--- config.mk ---
export PLATFORM = sky130hd
export DESIGN_NAME = recursive_cross_core_mutex_bank
export DESIGN_NICKNAME = d
export VERILOG_FILES = /design/src/hdl/rcmb_pkg.sv /design/src/hdl/rcmb_bank.sv /design/src/hdl/rcmb_step.sv /design/src/hdl/recursive_cross_core_mutex_bank.sv
export SDC_FILE = /design/constraint.sdc
export NUM_CORES = 1
export LEC_CHECK = 0
export BUFFER_PORTS_ARGS = -buffer_cell sky130_fd_sc_hd__buf_2
export CAP_MARGIN = 20
export CORE_MARGIN = 5
export CORE_UTILIZATION = 40
export CTS_CLUSTER_SIZE = 10
export DETAILED_ROUTE_END_ITERATION = 8
export GPL_ROUTABILITY_DRIVEN = 0
export PLACE_DENSITY_LB_ADDON = 0.1
export SLEW_MARGIN = 20
export SYNTH_ARGS = -nofsm -noshare
export SYNTH_HDL_FRONTEND = slang
export SYNTH_SLANG_ARGS = --single-unit
--- constraint.sdc ---
create_clock -name clock -period 7.45 [get_ports clock]
set_input_delay 0.3725 -clock clock [delete_from_list [all_inputs] [get_ports clock]]
set_output_delay 0.3725 -clock clock [all_outputs]
set_load 0.005 [all_outputs]
--- src/hdl/rcmb_pkg.sv ---
// ----------------------------------------------------------------------------
// rcmb_pkg
// Shared types and constants for the recursive cross-core mutex bank.
// ----------------------------------------------------------------------------
package rcmb_pkg;

   localparam int NUM_MUTEXES    = 8;
   localparam int NUM_CORES      = 2;
   localparam int THREAD_ID_BITS = 8;
   localparam int MAX_DEPTH      = 255;

   // fixed widths of the request and response fields
   localparam int OP_W     = 2;
   localparam int IDX_W    = 3;
   localparam int CORE_W   = 1;
   localparam int THREAD_W = 8;
   localparam int STATUS_W = 3;
   localparam int DEPTH_OUT_W   = 8;
   localparam int WAITERS_OUT_W = 2;

   // storage widths
   localparam int MUTEX_IDX_W = (NUM_MUTEXES > 1) ? $clog2(NUM_MUTEXES) : 1;
   localparam int DEPTH_W     = $clog2(MAX_DEPTH + 1);

   typedef enum logic [OP_W-1:0] {
      OP_LOCK    = 2'd0,
      OP_UNLOCK  = 2'd1,
      OP_ABANDON = 2'd2
   } op_type;

   typedef enum logic [STATUS_W-1:0] {
      ST_NEW_GRANT = 3'd0,
      ST_RECURSIVE = 3'd1,
      ST_BUSY      = 3'd2,
      ST_FREED     = 3'd3,
      ST_LOWERED   = 3'd4,
      ST_NOT_OWNER = 3'd5,
      ST_ABANDONED = 3'd6,
      ST_SATURATED = 3'd7
   } status_type;

   typedef struct packed {
      logic                      owned;
      logic [CORE_W-1:0]         core;
      logic [THREAD_ID_BITS-1:0] thread;
      logic [DEPTH_W-1:0]        depth;
      logic [NUM_CORES-1:0]      waiting;
   } entry_type;

   typedef struct packed {
      logic                   en;
      logic [MUTEX_IDX_W-1:0] idx;
      entry_type              entry;
   } bank_wr_type;

   typedef struct packed {
      logic                     granted;
      status_type               status;
      logic [DEPTH_OUT_W-1:0]   depth;
      logic [CORE_W-1:0]        holder_core;
      logic                     held;
      logic [WAITERS_OUT_W-1:0] waiters;
   } rsp_type;

endpackage

--- src/hdl/rcmb_bank.sv ---
// ----------------------------------------------------------------------------
// rcmb_bank
// Per-mutex state registers: owner, recursion count and waiting-core mask.
// ----------------------------------------------------------------------------
module rcmb_bank (
   input  logic                              clock,
   input  logic                              reset,
   input  logic [rcmb_pkg::MUTEX_IDX_W-1:0]  rd_idx,
   output rcmb_pkg::entry_type               rd_entry,
   input  rcmb_pkg::bank_wr_type             wr
);

   rcmb_pkg::entry_type bank_ff [rcmb_pkg::NUM_MUTEXES];

   always_ff @(posedge clock) begin
      if (reset) begin
         for (int i = 0; i < rcmb_pkg::NUM_MUTEXES; i++) begin
            bank_ff[i] <= '0;
         end
      end else if (wr.en) begin
         bank_ff[wr.idx] <= wr.entry;
      end
   end

   assign rd_entry = bank_ff[rd_idx];

endmodule

--- src/hdl/rcmb_step.sv ---
// ----------------------------------------------------------------------------
// rcmb_step
// Next-state and response logic for one request against one mutex entry.
// ----------------------------------------------------------------------------
module rcmb_step (
   input  logic [rcmb_pkg::OP_W-1:0]        op,
   input  logic [rcmb_pkg::IDX_W-1:0]       idx,
   input  logic [rcmb_pkg::CORE_W-1:0]      core,
   input  logic [rcmb_pkg::THREAD_W-1:0]    thread,
   input  rcmb_pkg::entry_type              cur,
   output logic [rcmb_pkg::MUTEX_IDX_W-1:0] rd_idx,
   output rcmb_pkg::bank_wr_type            wr,
   output rcmb_pkg::rsp_type                rsp
);

   logic                                    in_range;
   logic [rcmb_pkg::THREAD_ID_BITS-1:0]     tid;
   logic [rcmb_pkg::NUM_CORES-1:0]          bit_mask;
   logic                                    mine;
   logic                                    mine_after;
   rcmb_pkg::entry_type                     nxt;
   rcmb_pkg::status_type                    status;

   assign in_range = (32'(idx) < rcmb_pkg::NUM_MUTEXES);
   assign rd_idx   = rcmb_pkg::MUTEX_IDX_W'(idx);
   assign tid      = rcmb_pkg::THREAD_ID_BITS'(thread);

   // a core outside the core count has no waiting bit
   assign bit_mask = (32'(core) < rcmb_pkg::NUM_CORES) ?
                     (rcmb_pkg::NUM_CORES'(1) << core) : '0;

   assign mine = cur.owned && (cur.core == core) && (cur.thread == tid);

   always_comb begin
      nxt    = cur;
      status = rcmb_pkg::ST_NOT_OWNER;
      case (op)
         rcmb_pkg::OP_LOCK: begin
            if (mine) begin
               if (cur.depth >= rcmb_pkg::DEPTH_W'(rcmb_pkg::MAX_DEPTH)) begin
                  status = rcmb_pkg::ST_SATURATED;
               end else begin
                  nxt.depth = cur.depth + rcmb_pkg::DEPTH_W'(1);
                  status    = rcmb_pkg::ST_RECURSIVE;
               end
            end else if (!cur.owned) begin
               nxt.owned   = 1'b1;
               nxt.core    = core;
               nxt.thread  = tid;
               nxt.depth   = rcmb_pkg::DEPTH_W'(1);
               nxt.waiting = cur.waiting & ~bit_mask;
               status      = rcmb_pkg::ST_NEW_GRANT;
            end else begin
               nxt.waiting = cur.waiting | bit_mask;
               status      = rcmb_pkg::ST_BUSY;
            end
         end
         rcmb_pkg::OP_UNLOCK: begin
            if (mine) begin
               if (cur.depth > rcmb_pkg::DEPTH_W'(1)) begin
                  nxt.depth = cur.depth - rcmb_pkg::DEPTH_W'(1);
                  status    = rcmb_pkg::ST_LOWERED;
               end else begin
                  // waiting mask is kept so software sees whom to signal
                  nxt.owned  = 1'b0;
                  nxt.core   = '0;
                  nxt.thread = '0;
                  nxt.depth  = '0;
                  status     = rcmb_pkg::ST_FREED;
               end
            end
         end
         rcmb_pkg::OP_ABANDON: begin
            nxt.waiting = cur.waiting & ~bit_mask;
            status      = rcmb_pkg::ST_ABANDONED;
         end
         default: begin
            status = rcmb_pkg::ST_NOT_OWNER;
         end
      endcase
   end

   assign mine_after = nxt.owned && (nxt.core == core) && (nxt.thread == tid);

   always_comb begin
      wr.en    = in_range;
      wr.idx   = rd_idx;
      wr.entry = nxt;
      if (in_range) begin
         rsp.granted     = mine_after;
         rsp.status      = status;
         rsp.depth       = rcmb_pkg::DEPTH_OUT_W'(nxt.depth);
         rsp.holder_core = nxt.owned ? nxt.core : '0;
         rsp.held        = nxt.owned;
         rsp.waiters     = rcmb_pkg::WAITERS_OUT_W'(nxt.waiting);
      end else begin
         rsp        = '0;
         rsp.status = rcmb_pkg::ST_NOT_OWNER;
      end
   end

endmodule

--- src/hdl/recursive_cross_core_mutex_bank.sv ---
// ----------------------------------------------------------------------------
// recursive_cross_core_mutex_bank
// Bank of recursive mutexes shared between cores, one atomic step per request.
// ----------------------------------------------------------------------------
// Takes one request per clock when not stalled and returns exactly one
// response per request, in order. A request is captured in the input
// register, then the addressed mutex entry is read, updated and written back
// while the response is loaded into the output register. The single
// read-modify-write of one entry per cycle sets the rate, so back to back
// requests to the same mutex see each other's updates with no bubble.
// A stalled response holds the pipeline; the input side stalls only when
// both the input and output registers are full.
module recursive_cross_core_mutex_bank (
   input  logic                             clock,
   input  logic                             reset,
   input  logic                             req_valid,
   output logic                             req_stall,
   input  logic [rcmb_pkg::OP_W-1:0]        req_op,
   input  logic [rcmb_pkg::IDX_W-1:0]       req_mutex_index,
   input  logic [rcmb_pkg::CORE_W-1:0]      req_requester_core,
   input  logic [rcmb_pkg::THREAD_W-1:0]    req_requester_thread,
   output logic                             rsp_valid,
   input  logic                             rsp_stall,
   output logic                             rsp_granted,
   output logic [rcmb_pkg::STATUS_W-1:0]    rsp_status,
   output logic [rcmb_pkg::DEPTH_OUT_W-1:0] rsp_depth,
   output logic [rcmb_pkg::CORE_W-1:0]      rsp_holder_core,
   output logic                             rsp_held,
   output logic [rcmb_pkg::WAITERS_OUT_W-1:0] rsp_waiters
);

   logic                              s1_valid_ff, s1_valid_in;
   logic [rcmb_pkg::OP_W-1:0]         s1_op_ff;
   logic [rcmb_pkg::IDX_W-1:0]        s1_idx_ff;
   logic [rcmb_pkg::CORE_W-1:0]       s1_core_ff;
   logic [rcmb_pkg::THREAD_W-1:0]     s1_thread_ff;
   logic                              rsp_valid_ff, rsp_valid_in;
   rcmb_pkg::rsp_type                 rsp_ff;
   rcmb_pkg::rsp_type                 step_rsp;
   rcmb_pkg::bank_wr_type             step_wr;
   rcmb_pkg::bank_wr_type             bank_wr;
   rcmb_pkg::entry_type               cur_entry;
   logic [rcmb_pkg::MUTEX_IDX_W-1:0]  rd_idx;
   logic                              advance;
   logic                              req_take;

   assign advance   = !rsp_valid_ff || !rsp_stall;
   assign req_stall = s1_valid_ff && !advance;
   assign req_take  = req_valid && !req_stall;

   assign s1_valid_in  = req_stall ? s1_valid_ff : req_valid;
   assign rsp_valid_in = advance ? s1_valid_ff : rsp_valid_ff;

   always_ff @(posedge clock) begin
      if (reset) begin
         s1_valid_ff  <= 1'b0;
         rsp_valid_ff <= 1'b0;
      end else begin
         s1_valid_ff  <= s1_valid_in;
         rsp_valid_ff <= rsp_valid_in;
      end
   end

   always_ff @(posedge clock) begin
      if (req_take) begin
         s1_op_ff     <= req_op;
         s1_idx_ff    <= req_mutex_index;
         s1_core_ff   <= req_requester_core;
         s1_thread_ff <= req_requester_thread;
      end
      if (advance && s1_valid_ff) begin
         rsp_ff <= step_rsp;
      end
   end

   rcmb_step u_step (
      .op     (s1_op_ff),
      .idx    (s1_idx_ff),
      .core   (s1_core_ff),
      .thread (s1_thread_ff),
      .cur    (cur_entry),
      .rd_idx (rd_idx),
      .wr     (step_wr),
      .rsp    (step_rsp)
   );

   // commit the entry only when the transaction moves into the output register
   always_comb begin
      bank_wr    = step_wr;
      bank_wr.en = step_wr.en && s1_valid_ff && advance;
   end

   rcmb_bank u_bank (
      .clock    (clock),
      .reset    (reset),
      .rd_idx   (rd_idx),
      .rd_entry (cur_entry),
      .wr       (bank_wr)
   );

   assign rsp_valid       = rsp_valid_ff;
   assign rsp_granted     = rsp_ff.granted;
   assign rsp_status      = rsp_ff.status;
   assign rsp_depth       = rsp_ff.depth;
   assign rsp_holder_core = rsp_ff.holder_core;
   assign rsp_held        = rsp_ff.held;
   assign rsp_waiters     = rsp_ff.waiters;

   a_granted_held: assert property (@(posedge clock) disable iff (reset)
      rsp_valid && rsp_granted |-> rsp_held)
      else $error("granted response without an owner");

   a_free_clean: assert property (@(posedge clock) disable iff (reset)
      rsp_valid && !rsp_held |-> (rsp_depth == '0) && (rsp_holder_core == '0))
      else $error("free mutex reports depth or holder");

   a_new_grant: assert property (@(posedge clock) disable iff (reset)
      rsp_valid && (rsp_status == rcmb_pkg::ST_NEW_GRANT) |->
         rsp_granted && (rsp_depth == rcmb_pkg::DEPTH_OUT_W'(1)))
      else $error("new grant without count of one");

   a_take_fills: assert property (@(posedge clock) disable iff (reset)
      req_valid && !req_stall |=> s1_valid_ff)
      else $error("accepted transaction lost in input register");

endmodule
======== Word level (Yosys, flattened, before mapping) ========
Memories as Yosys holds them, arrays and structs flattened. A register that Yosys moved wholly into a read port is not among the register bits.
Index checks and enable logic that the tools add are counted.
operators by class
  bitwise operators ....................... 3
  magnitude comparators ................... 2
  reduce and logical (&&, ||, !) cells .... 14
  equality and inequality tests ........... 6
  shift operators ......................... 1
  add/subtract/negate cells ............... 2
  mux-type cells .......................... 26
operators by type and width
  kind                                                           count
  case mux 18 bit (2 select lines)                               1
  2-to-1 mux 8 bit                                               3
  2-to-1 mux 10 bit                                              2
  2-to-1 mux 20 bit                                              1
  OR reduction 20 bit                                            1
  2-to-1 mux 18 bit                                              1
  2-to-1 mux 3 bit                                               6
  2-to-1 mux 17 bit                                              1
  == test 8 bit                                                  2
  case mux 3 bit (3 select lines)                                1
  adder 8 x 1 -> 8 bit, second input constant                    1
  greater-or-equal comparator 8 bit, second input constant       1
  greater-than comparator 8 x 1 -> 1 bit, second input constant  1
  subtractor 8 x 1 -> 8 bit, second input constant               1
  logical AND 1 bit                                              7
  2-to-1 mux 1 bit                                               6
  2-to-1 mux 2 bit                                               3
  logical NOT 1 bit                                              4
  case mux 2 bit (2 select lines)                                1
  bitwise AND 2 bit                                              1
  == test 1 bit                                                  2
  == test 2 x 1 -> 1 bit, second input constant                  1
  == test 2 bit, second input constant                           1
  logical NOT 2 bit                                              1
  other kinds (4)                                                4
word-level totals
  output and inout port bits .............. 18
  memories kept ........................... 1
  bits of input ports ..................... 18
  memory bits (writable) .................. 160
  flip-flop bits (word level) ............. 32
memory list
  name            words  width  read ports  clocked after memory_dff  wr ports  line             text
  u_bank.bank_ff  8      20     1           1                         8         rcmb_bank.sv:13  rcmb_pkg::entry_type bank_ff [rcmb_pkg::NUM_MUTEXES];

======== Logic depth before layout (Yosys ltp) ========
Gate-level depths: netlist (run 1).
  word-level depth ........................ 8
  gate-level depth with buffers ........... 17
  mapped depth without buffers ............ 12

======== Hierarchy ========
From an unflattened synthesis (run 1), not the netlist that was laid out.
unflattened totals
  cell total of the unflattened synthesis .. 679
  area, all modules ....................... 9380.2 um^2
by module, submodules not included
  module                           cells an instance  instances  area each (um^2)
  rcmb_bank                        462                1          7283.2
  rcmb_step                        176                1          1108.6
  recursive_cross_core_mutex_bank  41                 1          988.4

======== Worst setup path after synthesis (run 1) ========
Ideal clock, no wire load.
  kind .................................... flip-flop to flip-flop
  start ................................... reg (tool-made name)
  end ..................................... mem u_bank.bank_ff[0][5] in the netlist's numbering, data pin
  setup slack ............................. 3699 ps
  cell stages (with the launch flop) ...... 17
  data arrival time ....................... 3479 ps
  path buffers ............................ 5
  cell sequence ........................... dfxtp_1 -> buf_6 -> buf_8 -> buf_8 -> buf_8 -> buf_6 -> mux4_2 -> mux2i_1 -> inv_1 -> ha_1 -> nand3_1 -> or2_1 -> nor3_1 -> o31ai_1 -> a32oi_1 -> a211oi_2 -> nor2_1
RTL lines
  element        line
  end, declared  rcmb_bank.sv:13

==> metrics.md, run 1 <==
| Metric | Value |
|---|---|
| Status | `finished clean` |
| Total power | `2.53 mW` |
| CP required | `7.61 ns` |
| Worst R2R Path Depth | `9` |
| Worst slew pin tran | `0.871 ns` |
| CTS clock-pin slew for the worst setup and hold paths | `0.07 ns` |
| Max Buffers Root-to-Sink | `2` |
| Chip width | `162 um` |
| Post-CTS sizing | `0` |
| Final hold violation count | `0` |
| Initial antenna violation count | `0` |
| Synthesis-to-layout area growth | `11.5%` |
| Ant. Diodes | `0` |
| Post-CTS setup buffer count | `0` |
| TritonCTS clock tree | `yes` |
| DRC errors left | `0` |
| Internal power | `1.87 mW` |
| Worst Skew | `0.0234 ns` |
| Critical path destination | `u_bank.bank_ff[5][16]` |
| Drt wl/cell | `24.8 um` |
| Pwr Density | `247 nW/um2` |
| Syn Area/Cell | `13.0 um2` |
| Io pins | `36` |
| Root Driver | `clkbuf_16` |
| Nets@finish | `761` |
| DP HPWL | `15.5 mm` |
| Cts bufs inserted | `17` |
| Vias | `6072` |
| Largest net degree at the start of global routing | `55` |
| Via/cell ratio | `5.85` |
| Yosys warning total | `0` |
| Core footprint | `22600 um2` |
| Slowest CP cell | `a32oi_1` |
| Fin crit period | `4.68 ns` |
| Net switching power | `0.665 mW` |
| Share of total power in combinational logic | `0.131` |
| WP buf/inv | `1` |
| Num rows | `55` |
| Startpoint Class | `flop` |
| Reg power frac | `0.507` |
| R2r setup slk | `2.77 ns` |
| FFs w/ async S/R, synth | `0` |
| RSZ-0062 raised after global routing | `false` |
| Vias in the first global route | `6135` |
| Top cell type by total area after synthesis | `edfxtp_1` |
| Critical Path AT | `4.84 ns` |
| Post-Syn Instances | `708` |
| Clk_lat worst skew | `0.44 ns` |
| Number of port buffers | `35` |
| Slowest Stage Delay on Critical Path | `0.74 ns` |
| Reg-to-reg critical path endpoint | `u_bank.bank_ff[5][16]` |
| Router iterations before antenna repair | `5` |
| Net Count, Synth | `729` |
| Total global-route track usage | `0.201` |
| Cell Area, Synth | `9200 um2` |
| GRT overflow | `0` |
| Crit-path max FO | `29` |
| Worst path cell trace | `buf_12 -> mux4_2 -> mux2i_2 -> xnor2_1 -> nor4b_2 -> and4_1 -> a31oi_1 -> a32oi_1 -> nor2_1` |
| Post-synth EDFFs | `190` |
| CP Class | `reg2reg` |
| Post-synth cell types | `65` |
| Hold Crit Class | `in2reg` |
| Initial core utilization | `0.406` |
| H-tree depth reported by CTS | `4` |
| Leakage Power | `3.74 nW` |
| Routed WL | `25.7 mm` |
| Tcrit/Tclk final | `0.628` |
| Number of max-cap violations | `0` |
| Most common cell after layout, fill and taps aside | `edfxtp_1` |
| Main synth FF type | `edfxtp_1` |
| Levels on crit path | `9` |
| Clock network power share | `0.362` |
| Final Setup Violations | `0` |
| Hold-fix buffers, CTS | `0` |
| Die Area | `26100 um2` |
| Peak supply drop | `0.000118 V` |
| Pins Over Slew Limit | `0` |
| Most frequent cells in the layout | `190 x edfxtp_1, 178 x nor2_1, 36 x mux2i_1` |
| Height of the die | `162 um` |
| Antenna-violating nets left | `0` |
| Clk sinks | `195` |
| Seq cells post-synth | `195` |
| Setup TNS | `0 ns` |
| Sw Share | `0.262` |
| Share of the yosys chip area belonging to registers | `0.631` |
| Yosys top cell area share | `0.620` |
| Rel. slew slack | `0.419` |
| First-pass GRT wire length | `38.6 mm` |
| Layout cells sized above 1 | `0.199` |
| Worst Setup End Kind | `flop` |
| Achievable Freq | `214 MHz` |
| CP top delay family | `compound AO/OA/AOI/OAI gates` |
| Area contributors post-synth | `edfxtp_1 62%, nor2_1 7.3%, mux4_2 6.4%, mux2i_1 3.9%, mux2_2 1.3%` |
| DRT iter0 DRCs | `725` |
==> worst min path at each step <==
stage                                 start         endpoint  slack, ns  cells past startpoint
floorplan                       s1_valid_ff        rsp_valid       0.46                      2
global placement                s1_valid_ff        rsp_valid       0.48                      2
detailed placement              s1_valid_ff        rsp_valid       0.51                      2
CTS                 req_requester_thread[0]  s1_thread_ff[0]       0.09                      1
global route        req_requester_thread[5]  s1_thread_ff[5]       0.09                      1
finish              req_requester_thread[0]  s1_thread_ff[0]       0.11                      1
==> through the flow <==
step / instance area, um2 / util / instances / worst slack [ns] / hold slack [ns]
2_1_floorplan: 9200 / - / 708 / 3.70 / 0.458
3_5_place_dp: 9640 / 0.426 / 1004 / 2.70 / 0.512
4_1_cts: 10200 / 0.451 / 1036 / 2.66 / 0.0918
5_1_grt: 10300 / 0.453 / 1038 / 2.44 / 0.0867
6_report: 10300 / 0.453 / 1038 / 2.77 / 0.107
3_3_place_gp: 9640 / 0.426 / 1004 / 2.74 / 0.476
==> layout make-up <==
class | instances | area, um2
Inverter | 24 | 90.1
Sequential cell | 195 | 5810
Timing Repair Buffer | 52 | 323
Clock buffer | 18 | 429
Fill cell | 2052 | 12400
Clock inverter | 14 | 151
Multi-Input combinational cell | 450 | 3100
Tap cell | 285 | 357
==> synth_stat cells, types with 4 or more instances <==
library cell  number
nor2b_1            6
mux4_2            26
nor4_1             5
nor2_2             9
inv_1             21
nand2_1           32
nand4_1            6
edfxtp_1         190
o31ai_1            4
nor2_1           178
o21a_1             4
nand3_1           13
buf_2              6
dfxtp_1            5
a22o_1             8
mux2i_1           36
nand2b_1           9
nor3_1            12
mux2_2            11
a21oi_2            5
clkbuf_1          23
a21oi_1           14
a22oi_1           10
o21ai_0            6
==> sequential cells by signal, indices dropped and copies added, names as in the netlist, 2 cells and up, named ones only <==
name,flops
rsp_depth,8
rsp_status,3
rsp_waiters,2
s1_idx_ff,3
s1_op_ff,2
s1_thread_ff,8
u_bank.bank_ff,160
==> cells by family after synthesis <==
group,Yosys count,synth area share
and+or+nand+nor,287,0.140
DFF,195,0.631
AOI/OAI and AO/OA,82,0.0698
muxes,74,0.118
buffers and inverters,63,0.0335
xor gates and xnor gates,4,0.00381
adders and majority gates,3,0.00408
==> power by group through the flow <==
| stage | Sequential (mW) | Combinational, mW | Clock (mW) |
|---|---|---|---|
| final | 1.29 | 0.331 | 0.917 |
| after global routing | 1.29 | 0.363 | 0.981 |
| after floorplan | 1.29 | 0.245 | 0 |
| after global placement | 1.32 | 0.318 | 0 |
| after CTS | 1.29 | 0.322 | 0.936 |
| after detailed placement | 1.32 | 0.321 | 0 |
==> per-layer routing <==
layer | wire length (um) | vias to the layer above | share of wire | track usage
li1 | - | 2687 | - | -
met1 | 11400 | 3047 | 0.44 | 0.295
met2 | 11700 | 299 | 0.45 | 0.307
met3 | 2310 | 39 | 0.090 | 0.0482
met4 | 374 | 0 | 0.015 | 0.0438
met5 | 0 | - | 0 | 0
Power figures use the tool's default switching activity.
==> inputs of run 2 (changes only) <==
--- a/config.mk
+++ b/config.mk
@@ -5,6 +5,7 @@
 export SDC_FILE = /design/constraint.sdc
 export NUM_CORES = 1
 export LEC_CHECK = 0
+export ABC_AREA = 1
 export BUFFER_PORTS_ARGS = -buffer_cell sky130_fd_sc_hd__buf_2
 export CAP_MARGIN = 20
 export CORE_MARGIN = 5
==> constraint.sdc (replaced) <==
create_clock -name clock -period 4.7 [get_ports clock]
set_input_delay 0.235 -clock clock [delete_from_list [all_inputs] [get_ports clock]]
set_output_delay 0.235 -clock clock [all_outputs]
set_load 0.005 [all_outputs]
==> run 2 against run 1 <==
Effect of this change:
- non-clock buffer count grew 32
- synthesized cell count up 69%
- hold slack lost 0.086 ns
- synthesized area grew 11%
- clock power grew 59%
- wire length grew 15%
==> metrics.md, run 2 <==
| Metric | Value |
|---|---|
| Number of max-cap violations | `0` |
| Yosys top cell area share | `0.557` |
| Most flop-heavy register | `u_bank.bank_ff` |
| Final Setup Violations | `0` |
| Syn Area/Cell | `8.57 um2` |
| Router iterations before antenna repair | `6` |
| Core footprint | `25200 um2` |
| DRT iter0 DRCs | `705` |
| RSZ-0062 raised after global routing | `false` |
| Rel. slew slack | `0.393` |
| GRT overflow | `0` |
| Initial antenna violation count | `1` |
| Routed WL | `29.7 mm` |
| Post-CTS setup buffer count | `0` |
| Largest register FFs | `160` |
| Leakage Power | `5.33 nW` |
| Crit-path max FO | `40` |
| Worst Skew | `0.0119 ns` |
| Root Driver | `clkbuf_16` |
| Most common cell after layout, fill and taps aside | `nand2_1` |
| Max Buffers Root-to-Sink | `2` |
| Cell mode on critical path | `nand2_1` |
| Antenna-violating nets left | `0` |
| Worst path cell trace | `inv_6 -> o21ai_0 -> o22ai_1 -> o21ai_2 -> ha_1 -> nor2_1 -> nor2_1 -> nand2_1 -> nor2_4 -> nand4_2 -> nand2_1 -> inv_1 -> nand3_1 -> nand3_2 -> nand2_1 -> inv_1` |
| Cell Area, Synth | `10200 um2` |
| Drt wl/cell | `18.6 um` |
| DRC errors left | `0` |
| Fin util | `0.458` |
| Clk sinks | `195` |
| Startpoint Class | `flop` |
| Number of port buffers | `35` |
| Top cell type by total area after synthesis | `edfxtp_1` |
| Achievable Freq | `267 MHz` |
| Slowest CP cell | `dfxtp_2` |
| DP HPWL | `20.0 mm` |
| Cts bufs inserted | `17` |
| Largest net degree at the start of global routing | `50` |
| Io pins | `36` |
| Worst slew pin tran | `0.908 ns` |
| Tcrit/Tclk final | `0.798` |
| Post-synth cell types | `39` |
| Die Area | `28900 um2` |
| Seq cells post-synth | `195` |
| Critical Path AT | `3.95 ns` |
| Net Count, Synth | `1216` |
| Chip width | `170 um` |
| Height of the die | `170 um` |
| H-tree depth reported by CTS | `4` |
| CP top delay family | `simple AND/OR/NAND/NOR gates` |
| Hold Crit Class | `in2reg` |
| Total power | `4.19 mW` |
| CTS clock-pin slew for the worst setup and hold paths | `0.08 ns` |
| Pins Over Slew Limit | `0` |
| TritonCTS clock tree | `yes` |
| Nets@finish | `1276` |
| Fin crit period | `3.75 ns` |
| Via/cell ratio | `4.96` |
| Most frequent cells in the layout | `321 x nand2_1, 201 x nor2_1, 190 x edfxtp_1` |
| Worst Setup End Kind | `flop` |
| Peak supply drop | `0.000261 V` |
| Total global-route track usage | `0.209` |
| Main synth FF type | `edfxtp_1` |
| Layout cells sized above 1 | `0.114` |
| Synthesis-to-layout area growth | `12.7%` |
| Vias | `7922` |
| Status | `finished clean` |
| R2r setup slk | `0.95 ns` |
| Yosys warning total | `0` |
| Post-Syn Instances | `1195` |
| Most instantiated library cell after synthesis | `nand2_1` |
| Fill count | `2464` |
| Vias in the first global route | `7727` |
| Area contributors post-synth | `edfxtp_1 56%, nand2_1 12%, nor2_1 7.4%, inv_1 6.8%, nand3_1 4.7%` |
| Share of the yosys chip area belonging to registers | `0.567` |
| Initial core utilization | `0.407` |
| Post-synth EDFFs | `190` |
| Final hold violation count | `0` |
| Pwr Density | `363 nW/um2` |
| FFs w/ async S/R, synth | `0` |
| Num rows | `58` |
| CP Class | `reg2reg` |
| Ant. Diodes | `0` |
| Setup TNS | `0 ns` |
| Synth top cells by count | `321 x nand2_1, 201 x nor2_1, 190 x edfxtp_1` |
| WP buf/inv | `3` |
| Clk_lat worst skew | `0.43 ns` |
| First-pass GRT wire length | `45.7 mm` |
| CP required | `4.90 ns` |
| Slowest Stage Delay on Critical Path | `0.67 ns` |
-- run 2: kinds of logic (layout without fill, tap and decap cells) --
group	after synthesis	count (layout)	share of synthesized area
compound gates	95	95	0.0518
xor+xnor	5	5	0.00428
fa+ha+maj	3	3	0.00367
buf+inv	238	311	0.0994
flops	195	195	0.567
simple gates	659	659	0.274
-- run 2: final timing paths --
path | startpoint | to | depth (start not counted)
max | flop | u_bank.bank_ff[0][7] | 16
min | reset | s1_valid_ff | 2
max reg2reg | flop | u_bank.bank_ff[0][7] | 16
min reg2reg | s1_valid_ff | rsp_valid | 2
-- run 2: metrics by stage --
step	cells	hold slack [ns]	cell area (um2)	setup slack, ns
final	1598	0.0211	11500	0.949
after global routing	1598	0.0197	11500	0.582
after CTS	1598	0.0140	11500	0.941
after detailed placement	1552	0.414	10800	0.967
after global placement	1552	0.411	10800	1.03
after floorplan	1195	0.304	10200	1.77
-- run 2: power breakdown --
part	internal (mW)	switching [mW]	total (mW)
logic	0.193	0.507	0.700
clock network	0.770	0.695	1.46
registers	1.99	0.0371	2.02
-- run 2: cell type report --
class | count | area [um2] | share of cell area
Multi-Input combinational cell | 762 | 3420 | 0.296
Inverter | 195 | 738 | 0.0640
Clock buffer | 19 | 453 | 0.0392
Timing Repair Buffer | 84 | 591 | 0.0512
Tap cell | 330 | 413 | 0.0358
Clock inverter | 13 | 123 | 0.0106
Sequential cell | 195 | 5810 | 0.503
-- run 2: routing by layer --
layer	routed length (um)	GRT usage
met1	13400	0.285
met3	1250	0.0314
met4	425	0.0455
met5	0	0
met2	14600	0.356
-- run 2: timing repair --
action | CTS | global route
hold buffers | 14 | 0
resized for setup | 0 | 0
endpoints found under the hold margin | 15 | 0
